$ cat config.mk
export PLATFORM = sky130hd
export DESIGN_NAME = jpeg_encode_setting_adapter_flat
export DESIGN_NICKNAME = d
export VERILOG_FILES = /design/src/design/jesa_pkg.sv /design/src/design/jesa_in_if.sv /design/src/design/jesa_out_if.sv /design/src/design/jpeg_encode_setting_adapter.sv /design/src/design/jesa_cfg.sv /design/src/design/jesa_update.sv /design/src/flat_wrapper.sv
export SDC_FILE = /design/constraint.sdc
export NUM_CORES = 1
export LEC_CHECK = 0
export ABC_CLOCK_PERIOD_IN_PS = 7700
export BUFFER_PORTS_ARGS = -buffer_cell sky130_fd_sc_hd__clkbuf_2
export CAP_MARGIN = 30
export CORE_ASPECT_RATIO = 1.4
export CORE_UTILIZATION = 55
export CTS_CLUSTER_DIAMETER = 100
export CTS_CLUSTER_SIZE = 24
export DETAILED_ROUTE_END_ITERATION = 10
export MAX_ROUTING_LAYER = met4
export PLACE_DENSITY = 0.77
export SLEW_MARGIN = 20
export SYNTH_ARGS = -nofsm -noshare
export SYNTH_HDL_FRONTEND = slang
export SYNTH_SLANG_ARGS = --single-unit
export TNS_END_PERCENT = 30
$ cat constraint.sdc
create_clock -name clk -period 7.7 [get_ports clk]
set_input_delay 0.77 -clock clk [delete_from_list [all_inputs] [get_ports clk]]
set_output_delay 0.77 -clock clk [all_outputs]
set_load 0.02 [all_outputs]
$ cat src/design/jesa_pkg.sv
package jesa_pkg;

	localparam int TIME_W  = 20;
	localparam int TOTAL_W = 30;
	localparam int SUM_W   = 32;
	localparam int TERM_W  = 8;
	localparam int QUAL_W  = 7;
	localparam int SUB_W   = 2;
	localparam int BOUND_W = TERM_W + TIME_W;
	localparam int CFG_IDX_W = 3;
	localparam int CFG_DATA_W = 20;

	// register indexes
	localparam logic [CFG_IDX_W-1:0] REG_TERM      = 3'd0;
	localparam logic [CFG_IDX_W-1:0] REG_MIN       = 3'd1;
	localparam logic [CFG_IDX_W-1:0] REG_MAX       = 3'd2;
	localparam logic [CFG_IDX_W-1:0] REG_INIT_QUAL = 3'd3;
	localparam logic [CFG_IDX_W-1:0] REG_INIT_SUB  = 3'd4;
	localparam logic [CFG_IDX_W-1:0] REG_FLOOR     = 3'd5;
	localparam logic [CFG_IDX_W-1:0] REG_CEIL      = 3'd6;

	// param_kind codes
	localparam logic [1:0] KIND_NONE = 2'd0;
	localparam logic [1:0] KIND_SUB  = 2'd1;
	localparam logic [1:0] KIND_QUAL = 2'd2;

	// change_dir codes
	localparam logic [1:0] DIR_KEEP = 2'd0;
	localparam logic [1:0] DIR_UP   = 2'd1;
	localparam logic [1:0] DIR_DOWN = 2'd2;

	// subsampling codes
	localparam logic [SUB_W-1:0] SUB_444 = 2'd0;
	localparam logic [SUB_W-1:0] SUB_422 = 2'd1;
	localparam logic [SUB_W-1:0] SUB_420 = 2'd2;

	localparam logic [TERM_W-1:0]   RST_TERM  = 8'd30;
	localparam logic [TIME_W-1:0]   RST_MIN   = 20'd31250;
	localparam logic [TIME_W-1:0]   RST_MAX   = 20'd35714;
	localparam logic [QUAL_W-1:0]   RST_QUAL  = 7'd80;
	localparam logic [SUB_W-1:0]    RST_SUB   = SUB_444;
	localparam logic [QUAL_W-1:0]   RST_FLOOR = 7'd1;
	localparam logic [QUAL_W-1:0]   RST_CEIL  = 7'd100;
	localparam logic [BOUND_W-1:0]  RST_HI    = BOUND_W'(30 * 35714);
	localparam logic [BOUND_W-1:0]  RST_LO    = BOUND_W'(30 * 31250);

	typedef struct packed {
		logic [TIME_W-1:0] wait_time_us;
		logic [TIME_W-1:0] sync_time_us;
		logic [TIME_W-1:0] view_time_us;
	} frame_t;

	typedef struct packed {
		logic [1:0]        param_kind;
		logic [1:0]        change_dir;
		logic              adjusted;
		logic [SUB_W-1:0]  subsampling_now;
		logic [QUAL_W-1:0] quality_now;
	} result_t;

	typedef struct packed {
		logic [TERM_W-1:0]  term;
		logic [QUAL_W-1:0]  floor_q;
		logic [QUAL_W-1:0]  ceil_q;
		logic [BOUND_W-1:0] hi_bound;
		logic [BOUND_W-1:0] lo_bound;
	} cfg_t;

	typedef struct packed {
		logic              ld_quality;
		logic              ld_subsampling;
		logic [QUAL_W-1:0] quality;
		logic [SUB_W-1:0]  subsampling;
	} init_ld_t;

endpackage

$ cat src/design/jesa_in_if.sv
interface jesa_in_if import jesa_pkg::*; ();
	logic   valid;
	logic   ready;
	frame_t data;

	modport source(output valid, output data, input ready);
	modport sink(input valid, input data, output ready);
endinterface

$ cat src/design/jesa_out_if.sv
interface jesa_out_if import jesa_pkg::*; ();
	logic    valid;
	logic    ready;
	result_t data;

	modport source(output valid, output data, input ready);
	modport sink(input valid, input data, output ready);
endinterface

$ cat src/design/jpeg_encode_setting_adapter.sv
// Frame-timing driven JPEG setting adapter.
// frames:  one transfer per displayed frame carrying its wait, sync and view
//          times in microseconds.
// results: one transfer per frame with the decision for that frame and the
//          subsampling and quality in force after it.
// cfg_we/cfg_idx/cfg_data: register writes, index as listed in the register
//          map; write only while no frame is in flight.
// A frame passes the input register, then the result register, before its
// result is offered. Throughput: one frame per cycle while the result
// register is empty or results.ready is high; the running total, counter
// and settings update as a frame moves from the input register to the
// result register. A result waiting on a stalled receiver still lets one
// more frame enter the input register; frames.ready drops only when both
// registers are full and results.ready is low.
// Reset clears the running total and frame counter, loads subsampling 4:4:4
// and quality 80, and restores every register to its default.
module jpeg_encode_setting_adapter import jesa_pkg::*; (
	input  logic                  clk,
	input  logic                  arst_n,
	jesa_in_if.sink               frames,
	jesa_out_if.source            results,
	input  logic                  cfg_we,
	input  logic [CFG_IDX_W-1:0]  cfg_idx,
	input  logic [CFG_DATA_W-1:0] cfg_data
);

	cfg_t     cfg;
	init_ld_t init_ld;
	result_t  res;

	logic    valid_s1;
	frame_t  frame_s1;
	logic    valid_s2;
	result_t res_s2;
	logic    advance;
	logic    step;

	assign advance      = !valid_s2 || results.ready;
	assign step         = valid_s1 && advance;
	assign frames.ready = !valid_s1 || advance;

	jesa_cfg u_cfg (
		.clk      (clk),
		.arst_n   (arst_n),
		.cfg_we   (cfg_we),
		.cfg_idx  (cfg_idx),
		.cfg_data (cfg_data),
		.cfg      (cfg),
		.init_ld  (init_ld)
	);

	jesa_update u_update (
		.clk     (clk),
		.arst_n  (arst_n),
		.step    (step),
		.frame   (frame_s1),
		.cfg     (cfg),
		.init_ld (init_ld),
		.res     (res)
	);

	always_ff @(posedge clk or negedge arst_n) begin
		if (!arst_n) begin
			valid_s1 <= 1'b0;
		end else if (frames.ready) begin
			valid_s1 <= frames.valid;
		end
	end

	always_ff @(posedge clk) begin
		if (frames.ready && frames.valid) begin
			frame_s1 <= frames.data;
		end
	end

	always_ff @(posedge clk or negedge arst_n) begin
		if (!arst_n) begin
			valid_s2 <= 1'b0;
		end else if (advance) begin
			valid_s2 <= valid_s1;
		end
	end

	always_ff @(posedge clk) begin
		if (step) begin
			res_s2 <= res;
		end
	end

	assign results.valid = valid_s2;
	assign results.data  = res_s2;

endmodule

$ cat src/design/jesa_cfg.sv
module jesa_cfg import jesa_pkg::*; (
	input  logic                  clk,
	input  logic                  arst_n,
	input  logic                  cfg_we,
	input  logic [CFG_IDX_W-1:0]  cfg_idx,
	input  logic [CFG_DATA_W-1:0] cfg_data,
	output cfg_t                  cfg,
	output init_ld_t              init_ld
);

	logic [TERM_W-1:0]  term_q;
	logic [TIME_W-1:0]  min_q;
	logic [TIME_W-1:0]  max_q;
	logic [QUAL_W-1:0]  floor_q;
	logic [QUAL_W-1:0]  ceil_q;
	logic [BOUND_W-1:0] hi_q;
	logic [BOUND_W-1:0] lo_q;

	logic [TERM_W-1:0]  term_nxt;
	logic [TIME_W-1:0]  min_nxt;
	logic [TIME_W-1:0]  max_nxt;

	always_ff @(posedge clk or negedge arst_n) begin
		if (!arst_n) begin
			term_q  <= RST_TERM;
			min_q   <= RST_MIN;
			max_q   <= RST_MAX;
			floor_q <= RST_FLOOR;
			ceil_q  <= RST_CEIL;
		end else if (cfg_we) begin
			unique case (cfg_idx)
				REG_TERM:  term_q  <= cfg_data[TERM_W-1:0];
				REG_MIN:   min_q   <= cfg_data[TIME_W-1:0];
				REG_MAX:   max_q   <= cfg_data[TIME_W-1:0];
				REG_FLOOR: floor_q <= cfg_data[QUAL_W-1:0];
				REG_CEIL:  ceil_q  <= cfg_data[QUAL_W-1:0];
				default: ;
			endcase
		end
	end

	// register values as they stand after this edge, a write included
	always_comb begin
		term_nxt = (cfg_we && (cfg_idx == REG_TERM)) ? cfg_data[TERM_W-1:0] : term_q;
		min_nxt  = (cfg_we && (cfg_idx == REG_MIN)) ? cfg_data[TIME_W-1:0] : min_q;
		max_nxt  = (cfg_we && (cfg_idx == REG_MAX)) ? cfg_data[TIME_W-1:0] : max_q;
	end

	// window bounds, updated at the same edge as the registers they come from
	always_ff @(posedge clk or negedge arst_n) begin
		if (!arst_n) begin
			hi_q <= RST_HI;
			lo_q <= RST_LO;
		end else begin
			hi_q <= BOUND_W'(term_nxt) * BOUND_W'(max_nxt);
			lo_q <= BOUND_W'(term_nxt) * BOUND_W'(min_nxt);
		end
	end

	always_comb begin
		init_ld.ld_quality     = cfg_we && (cfg_idx == REG_INIT_QUAL);
		init_ld.ld_subsampling = cfg_we && (cfg_idx == REG_INIT_SUB);
		init_ld.quality        = cfg_data[QUAL_W-1:0];
		// code three saturates to 4:2:0
		init_ld.subsampling    = (cfg_data[SUB_W-1:0] > SUB_420) ? SUB_420
		                                                         : cfg_data[SUB_W-1:0];
	end

	assign cfg.term     = term_q;
	assign cfg.floor_q  = floor_q;
	assign cfg.ceil_q   = ceil_q;
	assign cfg.hi_bound = hi_q;
	assign cfg.lo_bound = lo_q;

endmodule

$ cat src/design/jesa_update.sv
module jesa_update import jesa_pkg::*; (
	input  logic     clk,
	input  logic     arst_n,
	input  logic     step,
	input  frame_t   frame,
	input  cfg_t     cfg,
	input  init_ld_t init_ld,
	output result_t  res
);

	logic [TOTAL_W-1:0] total_q;
	logic [TERM_W-1:0]  count_q;
	logic [SUB_W-1:0]   sub_q;
	logic [QUAL_W-1:0]  qual_q;

	logic [SUM_W-1:0]   sum;
	logic [TOTAL_W-1:0] total_sat;
	logic [TERM_W-1:0]  count_inc;
	logic               win_end;
	logic               too_long;
	logic               too_short;
	logic [SUB_W-1:0]   sub_nxt;
	logic [QUAL_W-1:0]  qual_nxt;

	always_comb begin
		sum = SUM_W'(total_q) + SUM_W'(frame.wait_time_us) + SUM_W'(frame.sync_time_us)
		    + SUM_W'(frame.view_time_us);
		total_sat = (|sum[SUM_W-1:TOTAL_W]) ? {TOTAL_W{1'b1}} : sum[TOTAL_W-1:0];
		count_inc = count_q + TERM_W'(1);
		win_end   = count_inc >= cfg.term;
		too_long  = total_sat > TOTAL_W'(cfg.hi_bound);
		too_short = total_sat < TOTAL_W'(cfg.lo_bound);

		sub_nxt        = sub_q;
		qual_nxt       = qual_q;
		res.param_kind = KIND_NONE;
		res.change_dir = DIR_KEEP;
		res.adjusted   = 1'b0;
		if (win_end) begin
			if (too_long) begin
				res.adjusted   = 1'b1;
				res.change_dir = DIR_DOWN;
				if (sub_q < SUB_420) begin
					res.param_kind = KIND_SUB;
					sub_nxt        = sub_q + SUB_W'(1);
				end else if (qual_q > cfg.floor_q) begin
					res.param_kind = KIND_QUAL;
					qual_nxt       = qual_q - QUAL_W'(1);
				end
			end else if (too_short) begin
				res.adjusted   = 1'b1;
				res.change_dir = DIR_UP;
				if (qual_q < cfg.ceil_q) begin
					res.param_kind = KIND_QUAL;
					qual_nxt       = qual_q + QUAL_W'(1);
				end else if (sub_q > SUB_444) begin
					res.param_kind = KIND_SUB;
					sub_nxt        = sub_q - SUB_W'(1);
				end
			end
		end
		res.subsampling_now = sub_nxt;
		res.quality_now     = qual_nxt;
	end

	always_ff @(posedge clk or negedge arst_n) begin
		if (!arst_n) begin
			total_q <= '0;
			count_q <= '0;
			sub_q   <= RST_SUB;
			qual_q  <= RST_QUAL;
		end else begin
			if (step) begin
				total_q <= win_end ? '0 : total_sat;
				count_q <= win_end ? '0 : count_inc;
				sub_q   <= sub_nxt;
				qual_q  <= qual_nxt;
			end
			// initial-value writes take effect at once
			if (init_ld.ld_quality) begin
				qual_q <= init_ld.quality;
			end
			if (init_ld.ld_subsampling) begin
				sub_q <= init_ld.subsampling;
			end
		end
	end

endmodule

$ cat src/flat_wrapper.sv
// flat-port wrapper written by rule: the top's interface ports become plain ports
module jpeg_encode_setting_adapter_flat import jesa_pkg::*;
  (clk, arst_n, cfg_we, cfg_idx, cfg_data, frames_valid, frames_data, frames_ready, results_valid, results_data, results_ready);
  jesa_in_if frames_i ();
  jesa_out_if results_i ();
  input  logic clk;
  input  logic arst_n;
  input  logic cfg_we;
  input  logic [CFG_IDX_W-1:0] cfg_idx;
  input  logic [CFG_DATA_W-1:0] cfg_data;
  input wire logic [$bits(frames_i.valid)-1:0] frames_valid;
  input wire logic [$bits(frames_i.data)-1:0] frames_data;
  output wire logic [$bits(frames_i.ready)-1:0] frames_ready;
  output wire logic [$bits(results_i.valid)-1:0] results_valid;
  output wire logic [$bits(results_i.data)-1:0] results_data;
  input wire logic [$bits(results_i.ready)-1:0] results_ready;
  assign frames_i.valid = frames_valid;
  assign frames_i.data = frames_data;
  assign frames_ready = frames_i.ready;
  assign results_valid = results_i.valid;
  assign results_data = results_i.data;
  assign results_i.ready = results_ready;
  jpeg_encode_setting_adapter u_core (.clk(clk), .arst_n(arst_n), .frames(frames_i), .results(results_i), .cfg_we(cfg_we), .cfg_idx(cfg_idx), .cfg_data(cfg_data));
endmodule
# Word-level counts from Yosys, hierarchy flattened
# Cells that the tools add are included.
[classes] addsub=8 n_mul=2 magnitude_cmp=8 n_eq_ne=6 n_mux=29 bitwise_logic=1 reduce_logical=21
[op_table] cell="adder 32 x 20 -> 32 bit" n=2
[op_table] cell="2-to-1 mux 30 bit" n=2
[op_table] cell="multiplier 8 x 20 -> 28 bit" n=2
[op_table] cell="2-to-1 mux 7 bit" n=8
[op_table] cell="2-to-1 mux 20 bit" n=2
[op_table] cell="adder 30 x 20 -> 31 bit" n=1
[op_table] cell="> comparator 30 x 28 -> 1 bit" n=1
[op_table] cell="less-than comparator 30 x 28 -> 1 bit" n=1
[op_table] cell="2-to-1 mux 2 bit" n=12
[op_table] cell="2-to-1 mux 8 bit" n=2
[op_table] cell="2-to-1 mux 5 bit" n=2
[op_table] cell="AND reduction 2 bit" n=5
[op_table] cell="equality test 3 bit, second input constant" n=3
[op_table] cell="adder 8 x 1 -> 8 bit, second input constant" n=1
[op_table] cell="greater-or-equal comparator 8 bit" n=1
[op_table] cell="adder 7 x 1 -> 7 bit, second input constant" n=1
[op_table] cell="> comparator 7 bit" n=1
[op_table] cell="logical AND 1 bit" n=7
[op_table] cell="less-than comparator 7 bit" n=1
[op_table] cell="subtractor 7 x 1 -> 7 bit, second input constant" n=1
[op_table] cell="equality test 3 x 2 -> 1 bit, second input constant" n=2
[op_table] cell="nonzero test 2 bit" n=2
[op_table] cell="OR reduction 2 bit" n=2
[op_table] cell="equality test 3 x 1 -> 1 bit, second input constant" n=1
[op_table] cell="other kinds (10)" n=12
[word_totals] regBits=241 in_bits=88 output_inout_bits=16 wordCells=97

# Longest topological paths before layout
[depth] depth_word=11 mapped_depth=40 depth_no_buf=38

# Cells and area by module
# Synthesis repeated with hierarchy kept, for this count alone.
[hier_totals] cells_unflattened=2514 area_unflattened_um2=23403.7
[by_module_without_submodules] mod="jesa_cfg" instances=1 cells_each=1510 area_each_um2=13902.1 seq_area_each_um2=3002.9
[by_module_without_submodules] mod="jesa_update" instances=1 cells_each=922 area_each_um2=7175.6 seq_area_each_um2=1178.6
[by_module_without_submodules] mod="jpeg_encode_setting_adapter" instances=1 cells_each=82 area_each_um2=2326.0 seq_area_each_um2=2272.2

# Worst setup path before layout
# OpenSTA, ideal clock, no wires.
[synth_path] path_kind="reg2reg" from="register u_core.u_update.total_q[0]" to="register u_core.res_s2 (netlist bit u_core.results.data[2]), data pin" setup_time_ps=263 arrival_time_ps=7014 required_time_ps=7437 setup_slack_ps=423 stages_incl_launch_ff=39 n_path_buf=1 period_less_slack_ps=7277 cell_sequence="dfrtp_1 -> ha_1 -> inv_1 -> fa_1 -> nand2b_1 -> a211o_1 -> nor2b_1 -> o21bai_1 -> a21oi_1 -> nor2b_1 -> o21ai_0 -> nand2b_1 -> xnor2_1 -> fa_1 -> inv_1 -> ha_1 -> nand3_1 -> o31a_1 -> [... 3 more ...] -> and3_1 -> nor2_1 -> o21ai_0 -> ha_1 -> a21o_1 -> a21o_1 -> a21o_1 -> a21oi_1 -> nor2b_1 -> o21ai_0 -> a21oi_1 -> o32ai_1 -> a211o_1 -> buf_2 -> and4_4 -> a32o_1 -> nand2_1 -> xnor2_1"
[synth_rtl] item="start: declaration" line_no="jesa_update.sv:11" source="logic [TOTAL_W-1:0] total_q;"
[synth_rtl] item="start signal: assignment" line_no="jesa_update.sv:74" source="total_q <= win_end ? '0 : total_sat;"
[synth_rtl] item="end signal: assignment" line_no="jpeg_encode_setting_adapter.sv:86" source="res_s2 <= res;"
[synth_rtl] item="end: declaration" line_no="jpeg_encode_setting_adapter.sv:34" source="result_t res_s2;"

==> run metrics <==
Inst Count DP=3123; clock edge transition at the registers on the reported setup and hold paths=100 ps; post-synthesis area per instance=9.51 µm²; stage delay of the slowest cell on the critical path=530 ps; number of inserted diodes=0; most area-consuming cells after synthesis=sky130_fd_sc_hd__fa_1, sky130_fd_sc_hd__dfrtp_1, sky130_fd_sc_hd__ha_1, sky130_fd_sc_hd__edfxtp_1, sky130_fd_sc_hd__inv_1; leading cell types by count after synthesis=sky130_fd_sc_hd__inv_1, sky130_fd_sc_hd__nand2_1, sky130_fd_sc_hd__fa_1, sky130_fd_sc_hd__ha_1, sky130_fd_sc_hd__nor2_1; global-route wire length before repair=99.0 mm; net count of the finished layout=3156; number of nets still failing antenna checks after routing=0; data required time at the worst endpoint=8070 ps; master cell of the clock root buffer=sky130_fd_sc_hd__clkbuf_16; RSZ-0062 raised after global routing=yes; cell with the most instances on the worst path=sky130_fd_sc_hd__a21oi_2; number of failing setup endpoints in the final timing report=0; Seq cells post-synth=241; global routing usage summed across all routing layers=30.7%; cell with the most instances after synthesis=sky130_fd_sc_hd__inv_1; max-cap violation count=0; slack of the worst reg-to-reg path=130 ps; crit-path leading delay family=compound AO/OA/AOI/OAI gates; Critical Path Sink Type=flip-flop; worst setup path category=reg2reg; count of final hold-check violations=0; fin cells=3161; final max-slew violation count=0; library cell occupying the most area in the post-synthesis netlist=sky130_fd_sc_hd__fa_1; count of unresolved DRC violations after routing=0; Yosys cell types=77; largest net degree at the start of global routing=70; Total Wirelength=62.3 mm; data arrival time of the critical path=7940 ps; area of the multi-input gates=15100 µm²; run status=finished clean; x dimension of the die=175 µm; I/O pin total=104; count of mapped cells out of synthesis=2418; Initial DRT Pass Iterations=7; highest-delay cell along the critical path=sky130_fd_sc_hd__fa_1; CTS Sinks=241; final standard cell utilization of the core=62.9%; number of buffers created by CTS=15; Max Buffers Root-to-Sink=3; placer's final routability congestion estimate=0.967; pre-CTS WS=-411 ps; Slew @ Worst Pin=956 ps; number of global-route vias before repair=19200; fraction of met3 tracks used by global routing=2.36%; FF/Latch Area=6450 µm²; post-route clock period utilization=98.4%; post-synth top area share=20.7%; total number of vias=17900; Most Used Layer, Global Route=met2; cts-stage hold buffer count=0; startpoint class of the critical path=flip-flop; flip-flop cell with the highest count after synthesis=sky130_fd_sc_hd__dfrtp_1; number of fill cells=3427; placement row count=88; met2 Usage GRT=54.8%; floorplan die height=244 µm; met1 demand-to-capacity share in global routing=33.5%; starting density of the core=55.8%; total nets after synthesis=2962; number of input and output port buffers inserted=103; Post-synth EDFFs=74; aggregate global routing overflow=0; Syn-to-layout area delta=12.7%; final worst setup slack=126 ps; shortest period the worst path allows=7570 ps; CTS tree=done; number of antenna violations at the first check in global routing=0; violation count after the first detailed-route iteration=1088; average via count per standard cell=5.66; post-DR wirelength/cell=19.7 µm; post-synthesis sequential area ratio=28.1%; total core area=41200 µm²; largest fanout of any net on the critical path=5; achievable clock frequency=0.132 GHz; sum of net half-perimeters after detailed placement=50.3 mm; async set or reset register ratio after synthesis=69.3%; max_slew headroom=36.3%; WP buf/inv=4; area of the mapped netlist=23000 µm²; class of the tightest hold or removal check=in2async; count of warnings emitted by yosys=0; clock skew=25.4 ps; number of levels in the clock H-tree=1; Die Footprint=42600 µm²; fraction of layout cells with a size suffix above 1=15.6%; worst-skew pair later-pin latency=530 ps
layout make-up:
class / instances / share of cell area [%]
clock buffers: 20 / 1.52
multi-input cells: 1679 / 58.3
flip-flops and latches: 241 / 24.9
repair buffers: 230 / 5.89
inverters: 445 / 6.45
clock inverters: 6 / 0.256
well taps: 540 / 2.61
worst reg2reg max path, delay by kind of cell, from the launching register on:
| family | cells | cell delay (ps) |
|---|---|---|
| XOR/XNOR | 1 | 90 |
| AND/OR/NAND/NOR | 10 | 1500 |
| AO/OA/AOI/OAI | 19 | 3570 |
| buffers and inverters | 4 | 370 |
| flip-flops | 1 | 360 |
| adder cells (fa/ha/maj) | 5 | 1560 |
final timing paths:
check                                      startpoint                        to  cells after the start
hold reg to reg                       u_core.valid_s1      u_core.results.valid                      1
setup reg to reg           u_core.u_update.total_q[0]    u_core.results.data[7]                     39
setup / recovery           u_core.u_update.total_q[0]    u_core.results.data[7]                     39
hold / removal                                 arst_n  u_core.u_update.sub_q[0]                      1
max in group asynchronous                      arst_n    u_core.u_cfg.max_q[19]                      3
min in group clk                      frames_data[26]       u_core.frame_s1[26]                      1
metrics by stage:
step / TNS [ps] / cell area, µm² / hold WS (ps)
2_1_floorplan: 0 / 23000 / 450
3_3_place_gp: -6130 / 24900 / 469
3_5_place_dp: -6190 / 24900 / 487
4_1_cts: 0 / 25400 / 282
5_1_grt: -2530 / 25900 / 317
6_report: 0 / 25900 / 275
what timing repair did:
action	4_1_cts	5_1_grt
pin swaps	13	48
setup endpoints to repair	23	23
gates cloned	0	1
gates resized for setup	22	85
buffers inserted	3	8
flip-flops by register name, indices dropped and copies added, names as in the netlist, 8 cells and up:
register,flops
u_core.u_cfg.lo_q,28
u_core.u_cfg.max_q,20
u_core.u_cfg.term_q,8
u_core.u_cfg.min_q,20
u_core.results.data,14
u_core.u_update.count_q,8
u_core.u_cfg.hi_q,28
u_core.u_update.total_q,30
u_core.frame_s1,60
cell usage in the layout, fill, tap and decap left out, drive strengths merged, types with 22 or more instances in the layout:
cell | netlist | layout
inv | 440 | 443
nand2 | 274 | 274
fa | 238 | 238
ha | 218 | 218
nor2 | 202 | 202
buf | 13 | 127
dfrtp | 125 | 125
clkbuf | 40 | 123
a21oi | 102 | 102
o21ai | 80 | 80
edfxtp | 74 | 74
a21o | 61 | 61
xnor2 | 55 | 55
mux2i | 47 | 47
xor2 | 44 | 44
dfstp | 42 | 42
nand3 | 41 | 41
a22o | 28 | 28
nand2b | 26 | 26
nor3 | 25 | 25
nor2b | 22 | 22
per-layer routing:
layer | share of wire (%) | routed length, µm
met1 | 37 | 23200
met2 | 52 | 32600
met3 | 4.0 | 2510
met4 | 6.4 | 3970
met5 | 0 | 0
cells by family after synthesis:
logic type                 synth area share (%)
and+or+nand+nor                            13.5
muxes                                      2.93
xor gates and xnor gates                   3.84
buffers and inverters                      8.17
DFF                                        28.1
AOI/OAI and AO/OA                          10.9
adders and majority gates                  32.6
Power is not shown: default switching activity piles up to over one toggle a cycle in this logic, so the estimate is an artifact.
